--- src/hdl/lpht_pkg.sv ---
// Shared constants, codes and types for the linear probing hash table unit.
package lpht_pkg;

	localparam int KEY_W          = 31;
	localparam int OP_W           = 2;
	localparam int STAT_W         = 3;
	localparam int TABLE_SIZE_DEF = 16;
	localparam int S_TDATA_W      = 40;
	localparam int M_TDATA_W      = 8;

	localparam logic [OP_W-1:0] OP_INSERT = 2'd0;
	localparam logic [OP_W-1:0] OP_SEARCH = 2'd1;
	localparam logic [OP_W-1:0] OP_DELETE = 2'd2;

	localparam logic [STAT_W-1:0] STAT_INSERTED = 3'd0;
	localparam logic [STAT_W-1:0] STAT_FULL     = 3'd1;
	localparam logic [STAT_W-1:0] STAT_FOUND    = 3'd2;
	localparam logic [STAT_W-1:0] STAT_NOTFOUND = 3'd3;
	localparam logic [STAT_W-1:0] STAT_DELETED  = 3'd4;

	typedef struct packed {
		logic rd_en;
		logic wr_en;
	} slot_cmd_t;

endpackage

--- src/hdl/lpht_home.sv ---
// Home slot unit: the key modulo the table size by reciprocal multiplication.
module lpht_home
	import lpht_pkg::*;
#(
	parameter int TABLE_SIZE = TABLE_SIZE_DEF
) (
	input  logic                          clk,
	input  logic                          arst_n,
	input  logic                          start,
	input  logic [KEY_W-1:0]              key,
	output logic                          done,
	output logic [$clog2(TABLE_SIZE)-1:0] home
);

	localparam int IDX_W   = $clog2(TABLE_SIZE);
	localparam int SHIFT   = KEY_W + IDX_W;
	localparam int RECIP_W = KEY_W + 1;
	localparam int PROD_W  = KEY_W + RECIP_W;
	// The rounded-up reciprocal gives the exact quotient for every key of KEY_W bits.
	localparam logic [63:0] RECIP_L =
		((64'd1 << SHIFT) + 64'(TABLE_SIZE) - 64'd1) / 64'(TABLE_SIZE);
	localparam logic [RECIP_W-1:0] RECIP  = RECIP_W'(RECIP_L);
	localparam logic [IDX_W-1:0]   DIV_LO = IDX_W'(TABLE_SIZE);

	logic [PROD_W-1:0] prod;
	logic [IDX_W-1:0]  quot_lo_s1;
	logic [IDX_W-1:0]  key_lo_s1;
	logic              vld_s1;
	logic [IDX_W-1:0]  back_lo;
	logic [IDX_W-1:0]  home_q;
	logic              done_q;

	assign prod = PROD_W'(key) * PROD_W'(RECIP);

	// The remainder is below the table size, so its low index bits are all that is needed.
	assign back_lo = quot_lo_s1 * DIV_LO;

	always_ff @(posedge clk or negedge arst_n) begin
		if (!arst_n) begin
			vld_s1 <= 1'b0;
			done_q <= 1'b0;
		end else begin
			vld_s1 <= start;
			done_q <= vld_s1;
		end
	end

	always_ff @(posedge clk) begin
		if (start) begin
			quot_lo_s1 <= prod[SHIFT +: IDX_W];
			key_lo_s1  <= key[IDX_W-1:0];
		end
		if (vld_s1) begin
			home_q <= key_lo_s1 - back_lo;
		end
	end

	assign done = done_q;
	assign home = home_q;

endmodule

--- src/hdl/lpht_slot_ram.sv ---
// Key slot memory with separate read and write addresses and a registered read.
module lpht_slot_ram
	import lpht_pkg::*;
#(
	parameter int TABLE_SIZE = TABLE_SIZE_DEF
) (
	input  logic                          clk,
	input  slot_cmd_t                     cmd,
	input  logic [$clog2(TABLE_SIZE)-1:0] rd_addr,
	input  logic [$clog2(TABLE_SIZE)-1:0] wr_addr,
	input  logic [KEY_W-1:0]              wr_data,
	output logic [KEY_W-1:0]              rd_data
);

	logic [KEY_W-1:0] mem [TABLE_SIZE];
	logic [KEY_W-1:0] rd_data_q;

	always_ff @(posedge clk) begin
		if (cmd.wr_en) begin
			mem[wr_addr] <= wr_data;
		end
		if (cmd.rd_en) begin
			rd_data_q <= mem[rd_addr];
		end
	end

	assign rd_data = rd_data_q;

endmodule

--- src/hdl/linear_probe_hash_table_unit.sv ---
// Top level: probe sequencer of the linear probing hash table unit.
// From an accepted word to its result word the unit passes through the home slot unit's
// reciprocal multiplication, then k slot memory reads, where k (1 to TABLE_SIZE) is the
// number of slots probed, then the result register. One item is worked on at a time, so
// the next word is taken only after the result word is loaded, later while a result word
// waits on m_tready. After reset a clearing pass empties every slot, with s_tready low.
module linear_probe_hash_table_unit
	import lpht_pkg::*;
#(
	parameter int TABLE_SIZE = TABLE_SIZE_DEF
) (
	input  logic                 clk,
	input  logic                 arst_n,
	input  logic                 s_tvalid,
	output logic                 s_tready,
	input  logic [S_TDATA_W-1:0] s_tdata,  // [1:0] opcode, [32:2] key, rest zero
	output logic                 m_tvalid,
	input  logic                 m_tready,
	output logic [M_TDATA_W-1:0] m_tdata   // [2:0] status, rest zero
);

	localparam int IDX_W = $clog2(TABLE_SIZE);
	localparam int CNT_W = $clog2(TABLE_SIZE + 1);

	localparam logic [2:0] S_CLEAR = 3'd0;
	localparam logic [2:0] S_IDLE  = 3'd1;
	localparam logic [2:0] S_HASH  = 3'd2;
	localparam logic [2:0] S_PROBE = 3'd3;
	localparam logic [2:0] S_DONE  = 3'd4;

	logic [2:0]        state_q;
	logic [IDX_W-1:0]  clr_q;
	logic [IDX_W-1:0]  idx_q;
	logic [CNT_W-1:0]  cnt_q;
	logic [OP_W-1:0]   op_q;
	logic [KEY_W-1:0]  key_q;
	logic [STAT_W-1:0] status_q;
	logic [STAT_W-1:0] m_status_q;
	logic              m_tvalid_q;

	logic [OP_W-1:0]   in_op;
	logic [KEY_W-1:0]  in_key;
	logic              accept;
	logic              op_valid;
	logic              home_done;
	logic [IDX_W-1:0]  home;

	slot_cmd_t         cmd;
	logic [IDX_W-1:0]  rd_addr;
	logic [IDX_W-1:0]  wr_addr;
	logic [KEY_W-1:0]  wr_data;
	logic [KEY_W-1:0]  rd_data;

	logic [IDX_W-1:0]  idx_nxt;
	logic              slot_empty;
	logic              slot_match;
	logic              last_slot;
	logic              finish;
	logic              advance;
	logic [STAT_W-1:0] fin_status;
	logic              out_load;

	assign in_op    = s_tdata[OP_W-1:0];
	assign in_key   = s_tdata[OP_W+KEY_W-1:OP_W];
	assign s_tready = (state_q == S_IDLE);
	assign accept   = s_tvalid && s_tready;
	assign op_valid = (in_op inside {OP_INSERT, OP_SEARCH, OP_DELETE});

	lpht_home #(
		.TABLE_SIZE(TABLE_SIZE)
	) u_home (
		.clk   (clk),
		.arst_n(arst_n),
		.start (accept && op_valid),
		.key   (in_key),
		.done  (home_done),
		.home  (home)
	);

	lpht_slot_ram #(
		.TABLE_SIZE(TABLE_SIZE)
	) u_ram (
		.clk    (clk),
		.cmd    (cmd),
		.rd_addr(rd_addr),
		.wr_addr(wr_addr),
		.wr_data(wr_data),
		.rd_data(rd_data)
	);

	assign idx_nxt    = (idx_q == IDX_W'(TABLE_SIZE - 1)) ? '0 : idx_q + 1'b1;
	assign slot_empty = (rd_data == '0);
	assign slot_match = (rd_data == key_q);
	assign last_slot  = (cnt_q == CNT_W'(TABLE_SIZE - 1));

	// The probe decision for the slot whose read data has just arrived.
	always_comb begin
		finish     = 1'b0;
		advance    = 1'b0;
		fin_status = STAT_NOTFOUND;
		if (op_q == OP_INSERT) begin
			if (slot_empty) begin
				finish     = 1'b1;
				fin_status = STAT_INSERTED;
			end else if (last_slot) begin
				finish     = 1'b1;
				fin_status = STAT_FULL;
			end else begin
				advance = 1'b1;
			end
		end else begin
			if (slot_empty) begin
				finish = 1'b1;
			end else if (slot_match) begin
				finish     = 1'b1;
				fin_status = (op_q == OP_DELETE) ? STAT_DELETED : STAT_FOUND;
			end else if (last_slot) begin
				finish = 1'b1;
			end else begin
				advance = 1'b1;
			end
		end
	end

	always_comb begin
		cmd       = '0;
		rd_addr   = idx_nxt;
		wr_addr   = idx_q;
		wr_data   = key_q;
		case (state_q)
			S_CLEAR: begin
				cmd.wr_en = 1'b1;
				wr_addr   = clr_q;
				wr_data   = '0;
			end
			S_HASH: begin
				cmd.rd_en = home_done;
				rd_addr   = home;
			end
			S_PROBE: begin
				cmd.rd_en = advance;
				if (finish && fin_status == STAT_INSERTED) begin
					cmd.wr_en = 1'b1;
				end else if (finish && fin_status == STAT_DELETED) begin
					cmd.wr_en = 1'b1;
					wr_data   = '0;
				end
			end
			default: begin
			end
		endcase
	end

	assign out_load = (state_q == S_DONE) && (!m_tvalid_q || m_tready);

	always_ff @(posedge clk or negedge arst_n) begin
		if (!arst_n) begin
			state_q    <= S_CLEAR;
			clr_q      <= '0;
			m_tvalid_q <= 1'b0;
		end else begin
			if (out_load) begin
				m_tvalid_q <= 1'b1;
			end else if (m_tready) begin
				m_tvalid_q <= 1'b0;
			end
			case (state_q)
				S_CLEAR: begin
					clr_q <= clr_q + 1'b1;
					if (clr_q == IDX_W'(TABLE_SIZE - 1)) begin
						state_q <= S_IDLE;
					end
				end
				S_IDLE: begin
					if (accept && op_valid) begin
						state_q <= S_HASH;
					end
				end
				S_HASH: begin
					if (home_done) begin
						state_q <= S_PROBE;
					end
				end
				S_PROBE: begin
					if (finish) begin
						state_q <= S_DONE;
					end
				end
				S_DONE: begin
					if (out_load) begin
						state_q <= S_IDLE;
					end
				end
				default: begin
					state_q <= S_IDLE;
				end
			endcase
		end
	end

	always_ff @(posedge clk) begin
		if (accept) begin
			op_q  <= in_op;
			key_q <= in_key;
		end
		if (state_q == S_HASH && home_done) begin
			idx_q <= home;
			cnt_q <= '0;
		end else if (state_q == S_PROBE && advance) begin
			idx_q <= idx_nxt;
			cnt_q <= cnt_q + 1'b1;
		end
		if (state_q == S_PROBE && finish) begin
			status_q <= fin_status;
		end
		if (out_load) begin
			m_status_q <= status_q;
		end
	end

	assign m_tvalid = m_tvalid_q;
	assign m_tdata  = {{(M_TDATA_W - STAT_W){1'b0}}, m_status_q};

endmodule
--- config.mk ---
export PLATFORM = sky130hd
export DESIGN_NAME = linear_probe_hash_table_unit
export DESIGN_NICKNAME = d
export VERILOG_FILES = /design/src/hdl/lpht_pkg.sv /design/src/hdl/lpht_home.sv /design/src/hdl/lpht_slot_ram.sv /design/src/hdl/linear_probe_hash_table_unit.sv
export SDC_FILE = /design/constraint.sdc
export NUM_CORES = 1
export LEC_CHECK = 0
export ABC_AREA = 0
export BUFFER_PORTS_ARGS = -buffer_cell sky130_fd_sc_hd__buf_2
export CORE_MARGIN = 1
export CORE_UTILIZATION = 67
export CTS_BUF_LIST = sky130_fd_sc_hd__clkbuf_16
export CTS_CLUSTER_SIZE = 8
export DETAILED_ROUTE_END_ITERATION = 10
export GPL_ROUTABILITY_DRIVEN = 0
export GPL_TIMING_DRIVEN = 0
export PLACE_DENSITY = 0.85
export REMOVE_ABC_BUFFERS = 1
export SYNTH_ARGS = -nofsm -noshare
export SYNTH_HDL_FRONTEND = slang
export SYNTH_SLANG_ARGS = --single-unit
--- constraint.sdc ---
create_clock -name clk -period 5.8 [get_ports clk]
set_clock_uncertainty 0.1 [all_clocks]
set_input_delay 0.58 -clock clk [delete_from_list [all_inputs] [get_ports clk]]
set_output_delay 0.58 -clock clk [all_outputs]
set_load 0.05 [all_outputs]
After elaboration in Yosys (flattened, before gate mapping)
Memory sizes are Yosys's and may differ from the RTL's. A register that Yosys moved wholly into a read port is not among the register bits.
Index checks and enable logic that the tools add are counted.
{ "totals": {"register_bits": 66, "word_cells": 91, "n_memories": 1, "output_inout_bits": 10, "ramBits": 496} }
{ "op_classes": {"n_eq_ne": 17, "mux": 38, "n_reduce_logical": 19, "addsub": 3} }
{ "mem_list": {"columns": ["memory", "words", "word_bits", "rd", "rd_ports_with_merged_regs", "wr", "line", "rtl"], "rows": [
  ["u_ram.mem", 16, 31, 1, 1, 1, "lpht_slot_ram.sv:15", "logic [KEY_W-1:0] mem [TABLE_SIZE];"]
]} }
{ "op_table": {"columns": ["op", "count"], "rows": [
  ["two-way mux 31 bit", 2],
  ["case mux 31 bit (2 select lines)", 1],
  ["equality test 31 bit", 1],
  ["zero test 31 bit", 1],
  ["two-way mux 3 bit", 9],
  ["two-way mux 4 bit", 5],
  ["two-way mux 1 bit", 16],
  ["case mux 3 bit (5 select lines)", 1],
  ["adder 4 x 1 -> 4 bit (second input constant)", 2],
  ["equality test 4 bit (second input constant)", 2],
  ["logical AND 1 bit", 8],
  ["equality test 3 x 2 -> 1 bit (second input constant)", 2],
  ["equality test 3 bit (second input constant)", 2],
  ["zero test 3 bit", 2],
  ["inequality test 2 bit (second input constant)", 3],
  ["adder 5 x 1 -> 5 bit (second input constant)", 1],
  ["equality test 5 x 4 -> 1 bit (second input constant)", 1],
  ["AND reduction 5 bit", 1],
  ["equality test 2 bit (second input constant)", 2],
  ["zero test 2 bit", 2],
  ["two-way mux 2 bit", 2],
  ["inequality test 2 x 1 -> 1 bit (second input constant)", 2],
  ["case mux 1 bit (2 select lines)", 2],
  ["nonzero test 2 bit", 2],
  ["5 further kinds", 5]
]} }

Longest topological paths before layout
{ "depth": {"ltp_word": 12, "ltp_mapped": 10, "ltp_nobuf": 7} }

Modules after synthesis
From an unflattened synthesis, not the netlist that was laid out.
{ "unflattened": {"cells_unflattened": 1082, "area_unflattened_um2": 22868.2} }
{ "by_module_without_submodules": {"columns": ["mod", "area_each_um2", "seq_area_each_um2", "instances", "cells_per_inst"], "rows": [
  ["lpht_slot_ram", 19558.8, 15825.2, 1, 812],
  ["linear_probe_hash_table_unit", 3019.1, 1591.5, 1, 260],
  ["lpht_home", 290.3, 290.3, 1, 10]
]} }

Least setup slack after synthesis
No wires, ideal clock.
{ "synth_timing": {"path_type": "reg2reg", "start": "register u_ram.rd_data_q[30], in the netlist u_ram.rd_data[30] (read register of u_ram.mem)", "end": "memory u_ram.mem[12][0], enable pin", "path_stages_with_launch": 7, "period_less_slack_ps": 3524, "n_path_buf": 0, "slack_ps": 2276, "arrival_time_ps": 3005, "required_time_ps": 5281, "path_cell_list": "edfxtp_1 > xor2_1 > nor4_1 > nand4_1 > nor4b_4 > a21oi_1 > nor2_1"} }
{ "synth_between": {"elab_chain_cells": 11} }
{ "synth_lines": {"columns": ["item", "line", "rtl"], "rows": [
  ["start, declared", "lpht_slot_ram.sv:16", "logic [KEY_W-1:0] rd_data_q;"],
  ["equality test 31 bit", "linear_probe_hash_table_unit.sv:93", "assign slot_match = (rd_data == key_q);"],
  ["two-way mux 3 bit", "linear_probe_hash_table_unit.sv:114", "end else if (slot_match) begin"],
  ["two-way mux 3 bit", "linear_probe_hash_table_unit.sv:112", "if (slot_empty) begin"],
  ["two-way mux 3 bit", "linear_probe_hash_table_unit.sv:101", "if (op_q == OP_INSERT) begin"],
  ["equality test 3 bit", "linear_probe_hash_table_unit.sv:144", "end else if (finish && fin_status == STAT_DELETED) begin"],
  ["logical AND 1 bit", "linear_probe_hash_table_unit.sv:144", null],
  ["two-way mux 1 bit", "linear_probe_hash_table_unit.sv:144", null],
  ["two-way mux 1 bit *", "linear_probe_hash_table_unit.sv:142", "if (finish && fin_status == STAT_INSERTED) begin"],
  ["case mux 1 bit (2 select lines) *", "linear_probe_hash_table_unit.sv:130", "case (state_q)"],
  ["two-way mux 1 bit *", "lpht_slot_ram.sv:19", "if (cmd.wr_en) begin"],
  ["two-way mux 1 bit (implied by the code) *", "lpht_slot_ram.sv:20", "mem[wr_addr] <= wr_data;"],
  ["end, declared", "lpht_slot_ram.sv:15", null]
]} }
Mark *: on every way between the ends. The rest lies on a longest branch, timed or not.

Worst setup path in the final report
{ "layout_timing": {"start": "register u_ram.rd_data_q[13], in the netlist u_ram.rd_data[13] (read register of u_ram.mem)", "end": "memory u_ram.mem[11][6], enable pin"} }
Same word-level chain as after synthesis.

==> run summary <==
Detail Route Antenna Nets = 0
CP bufs+invs = 1
status = finished clean
Root Buffer = clkbuf_16
diode count = 0
crit path kind = reg -> reg
commonest non-fill, non-tap cells in the layout = edfxtp_1, nand2_1, nand3_1
DR pass1 iterations = 6
CTS sink cnt = 593
R2R setup slack = 1.13 ns
Area Growth Syn to Fin = 15.8%
P per Cell Area = 598 nW/um2
full die area = 36000 um2
Min-Delay Path Class = in -> reg
Initial DRC Count = 2813
commonest non-fill, non-tap cell in the layout = edfxtp_1
ys flop type = edfxtp_1
post-DP HPWL = 34500 um
Critical R2R Launch = u_ram.rd_data[13]
fmax = 214 MHz
CTS tree = yes
RSZ-0062 raised after global routing = false
Max Transition Viols Final = 0
synth warn = 0
clock buffer count from CTS = 84
routed len/inst = 27.8 um
Clock Pin Slew Worst Setup and Hold Paths = 0.06 ns
clock latency on the worst-skew pair = 0.62 ns
Synth Instances = 1824
final WL = 65700 um
EDFF count, synth = 578
vias in the first global route = 16.3k
worst vdd ir = 885 uV
IO Port Bufs = 41
Yosys top cell area share = 73.5%
reg-to-reg critical path endpoint = u_ram.mem[11][6]
Worst path top cell family by delay = simple AND/OR/NAND/NOR gates
R2R cell count = 7
largest net degree at the start of global routing = 129
slowest CP cell = nor2_4
largest family of logic cells by synthesized area = simple AND/OR/NAND/NOR gates
crit-path max FO = 20
end point of the critical path = u_ram.mem[11][6]
Final Hold Viols = 0
worst slew pin tran = 1.27 ns
Final TNS setup = 0 ns
first-pass GRT wire length = 96300 um
startpoint types = flop
top post-synthesis cells by area = edfxtp_1, nand2_1, nand3_1
Post-Synth XOR/XNOR Area = 1.30%
adder-cell area share of the yosys netlist = 0.212%
Distinct cells, synth = 43
post-synthesis register bit count = 593
CP Cell Sequence = xor2_1 > nor4_1 > nand4_1 > nor4b_4 > a21oi_1 > nor2_4 > buf_16
register area share after synthesis = 75.0%
Mapped Area = 23600 um2
initial antenna violation count = 1
Worst EP required = 6.01 ns
detailed-route DRC error count = 0
Core ar. = 34600 um2
Max transition margin = 15.2%
mean post-synth cell area = 12.9 um2
Critical Path End Type = flop
Resize count post-CTS = 0
maxcap violations = 0
Synth Area in Compound Gates = 0.928%
endpoints failing setup = 0
layout cells sized above 1 = 10.8%
Tmin final = 4.67 ns
total track usage = 37.2%
multiplexer area fraction after synthesis = 0.578%
H-tree Lvls = 3
chip width = 190 um
num ports = 54
Static Leak = 9.68 nW
post-synthesis async set-or-reset flop share = 1.69%
post-DR vias/cell = 6.97
Simple-Gate Fraction of Synth Area = 19.6%
slowest cell delay on critical path = 0.97 ns
Via Count = 16.5k
Initial Util = 68.2%
row count = 68
nets@finish = 1933
Longest Clk Path Bufs = 3
remaining global-route overflow = 0
Crit. path cell count = 7
number of setup buffers added after CTS = 0
area leader, netlist = edfxtp_1
utilization after layout = 78.9%
fin crit share = 80.4%
worst path arrival time = 4.87 ns
die span in y = 190 um
Worst Setup SP = u_ram.rd_data[13]
-- metal layers --
| metal | wire (um) | up-vias | global-route usage (%) |
|---|---|---|---|
| li1 | - | 6686 | - |
| met1 | 21800 | 7828 | 48.6 |
| met2 | 30700 | 1610 | 57.1 |
| met3 | 8990 | 366 | 8.98 |
| met4 | 4260 | 2 | 23.0 |
| met5 | 13 | - | 0 |
-- how the worst min path moves through the flow --
stage,start,end,slack [ns],cells past startpoint
after global routing,s_tdata[21],key_q[19],0.03,1
after floorplan,arst_n,clr_q[0],0.18,0
after global placement,u_home.key_lo_s1[0],u_home.home[0],0.30,0
final,s_tdata[21],key_q[19],0.04,1
after detailed placement,status_q[2],m_status_q[2],0.31,0
after CTS,s_tdata[21],key_q[19],0.03,1
-- report_power, final --
part	internal, W	switching, W
Clock	0.00261	0.00177
Sequential	0.00554	0.000302
Combinational	0.00189	0.00424
Total	0.0100	0.00631
-- logic make-up (layout without fill, tap and decap cells) --
family / count (synthesis) / after routing
and+or+nand+nor: 1026 / 1026
DFF: 593 / 593
buffers and inverters: 121 / 205
xor gates and xnor gates: 35 / 35
AOI/OAI and AO/OA: 31 / 31
muxes: 13 / 13
adders and majority gates: 4 / 4
other: 1 / 5
-- cell usage after synthesis (2+ instances only) --
cell type / count
o21ai_0: 2
nand3_1: 374
dfxtp_1: 5
or3_1: 2
nor2_1: 28
a31oi_1: 8
xnor2_1: 3
xor2_1: 32
nand2b_1: 2
ha_1: 4
mux2_2: 5
nor3b_1: 3
a32o_1: 4
buf_4: 6
edfxtp_1: 578
nand4_1: 36
nor4_1: 17
mux2i_1: 8
and3_1: 3
buf_2: 69
clkbuf_1: 34
inv_1: 11
nor3_1: 8
nor2b_1: 3
a21oi_1: 8
nand2_1: 512
dfrtp_1: 10
and2_1: 34
-- state kept, by name, indices dropped and copies added (netlist names) --
name and count:
op_q 2, u_ram.mem 496, u_home.vld_s1 1, key_q 31, cnt_q 5, u_home.done 1
idx_q 4, state_q 3, clr_q 4, u_home.key_lo_s1 4, u_ram.rd_data 31, m_status_q 3
m_tvalid 1, status_q 3, u_home.home 4
-- area by class of cell --
cell class / instances / area, um2
multi-input combinational: 1114 / 5560
sequential: 593 / 17700
fill: 1663 / 7300
timing repair buffer: 80 / 1140
inverter: 12 / 45.0
clock buffer: 85 / 2130
clock inverter: 28 / 185
tap: 455 / 569
-- stage by stage --
stage / setup WS (ns) / instance area (um2) / instances / power, W / hold slack [ns]
2_1_floorplan: -5.46 / 23100 / 1719 / 0.00915 / 0.184
3_3_place_gp: -11.92 / 23900 / 2215 / 0.0103 / 0.303
3_5_place_dp: 1.45 / 25000 / 2253 / 0.0116 / 0.310
4_1_cts: 1.37 / 27300 / 2367 / 0.0161 / 0.0302
5_1_grt: 1.08 / 27300 / 2367 / 0.0168 / 0.0269
6_report: 1.13 / 27300 / 2367 / 0.0163 / 0.0419
-- worst reg2reg max path, delay by kind of cell (launching register included) --
kind	cells	cell delay, ns
flops	1	0.43
compound gates	1	0.45
simple gates	4	2.85
xor+xnor	1	0.28
buf+inv	1	0.25
-- timing repair --
| action | in CTS | in global routing |
|---|---|---|
| hold buffers | 1 | 0 |
| hold endpoints to repair | 10 | 0 |
| endpoints found under the setup margin | 0 | 0 |
No activity file was read; power rests on OpenSTA's default activity.
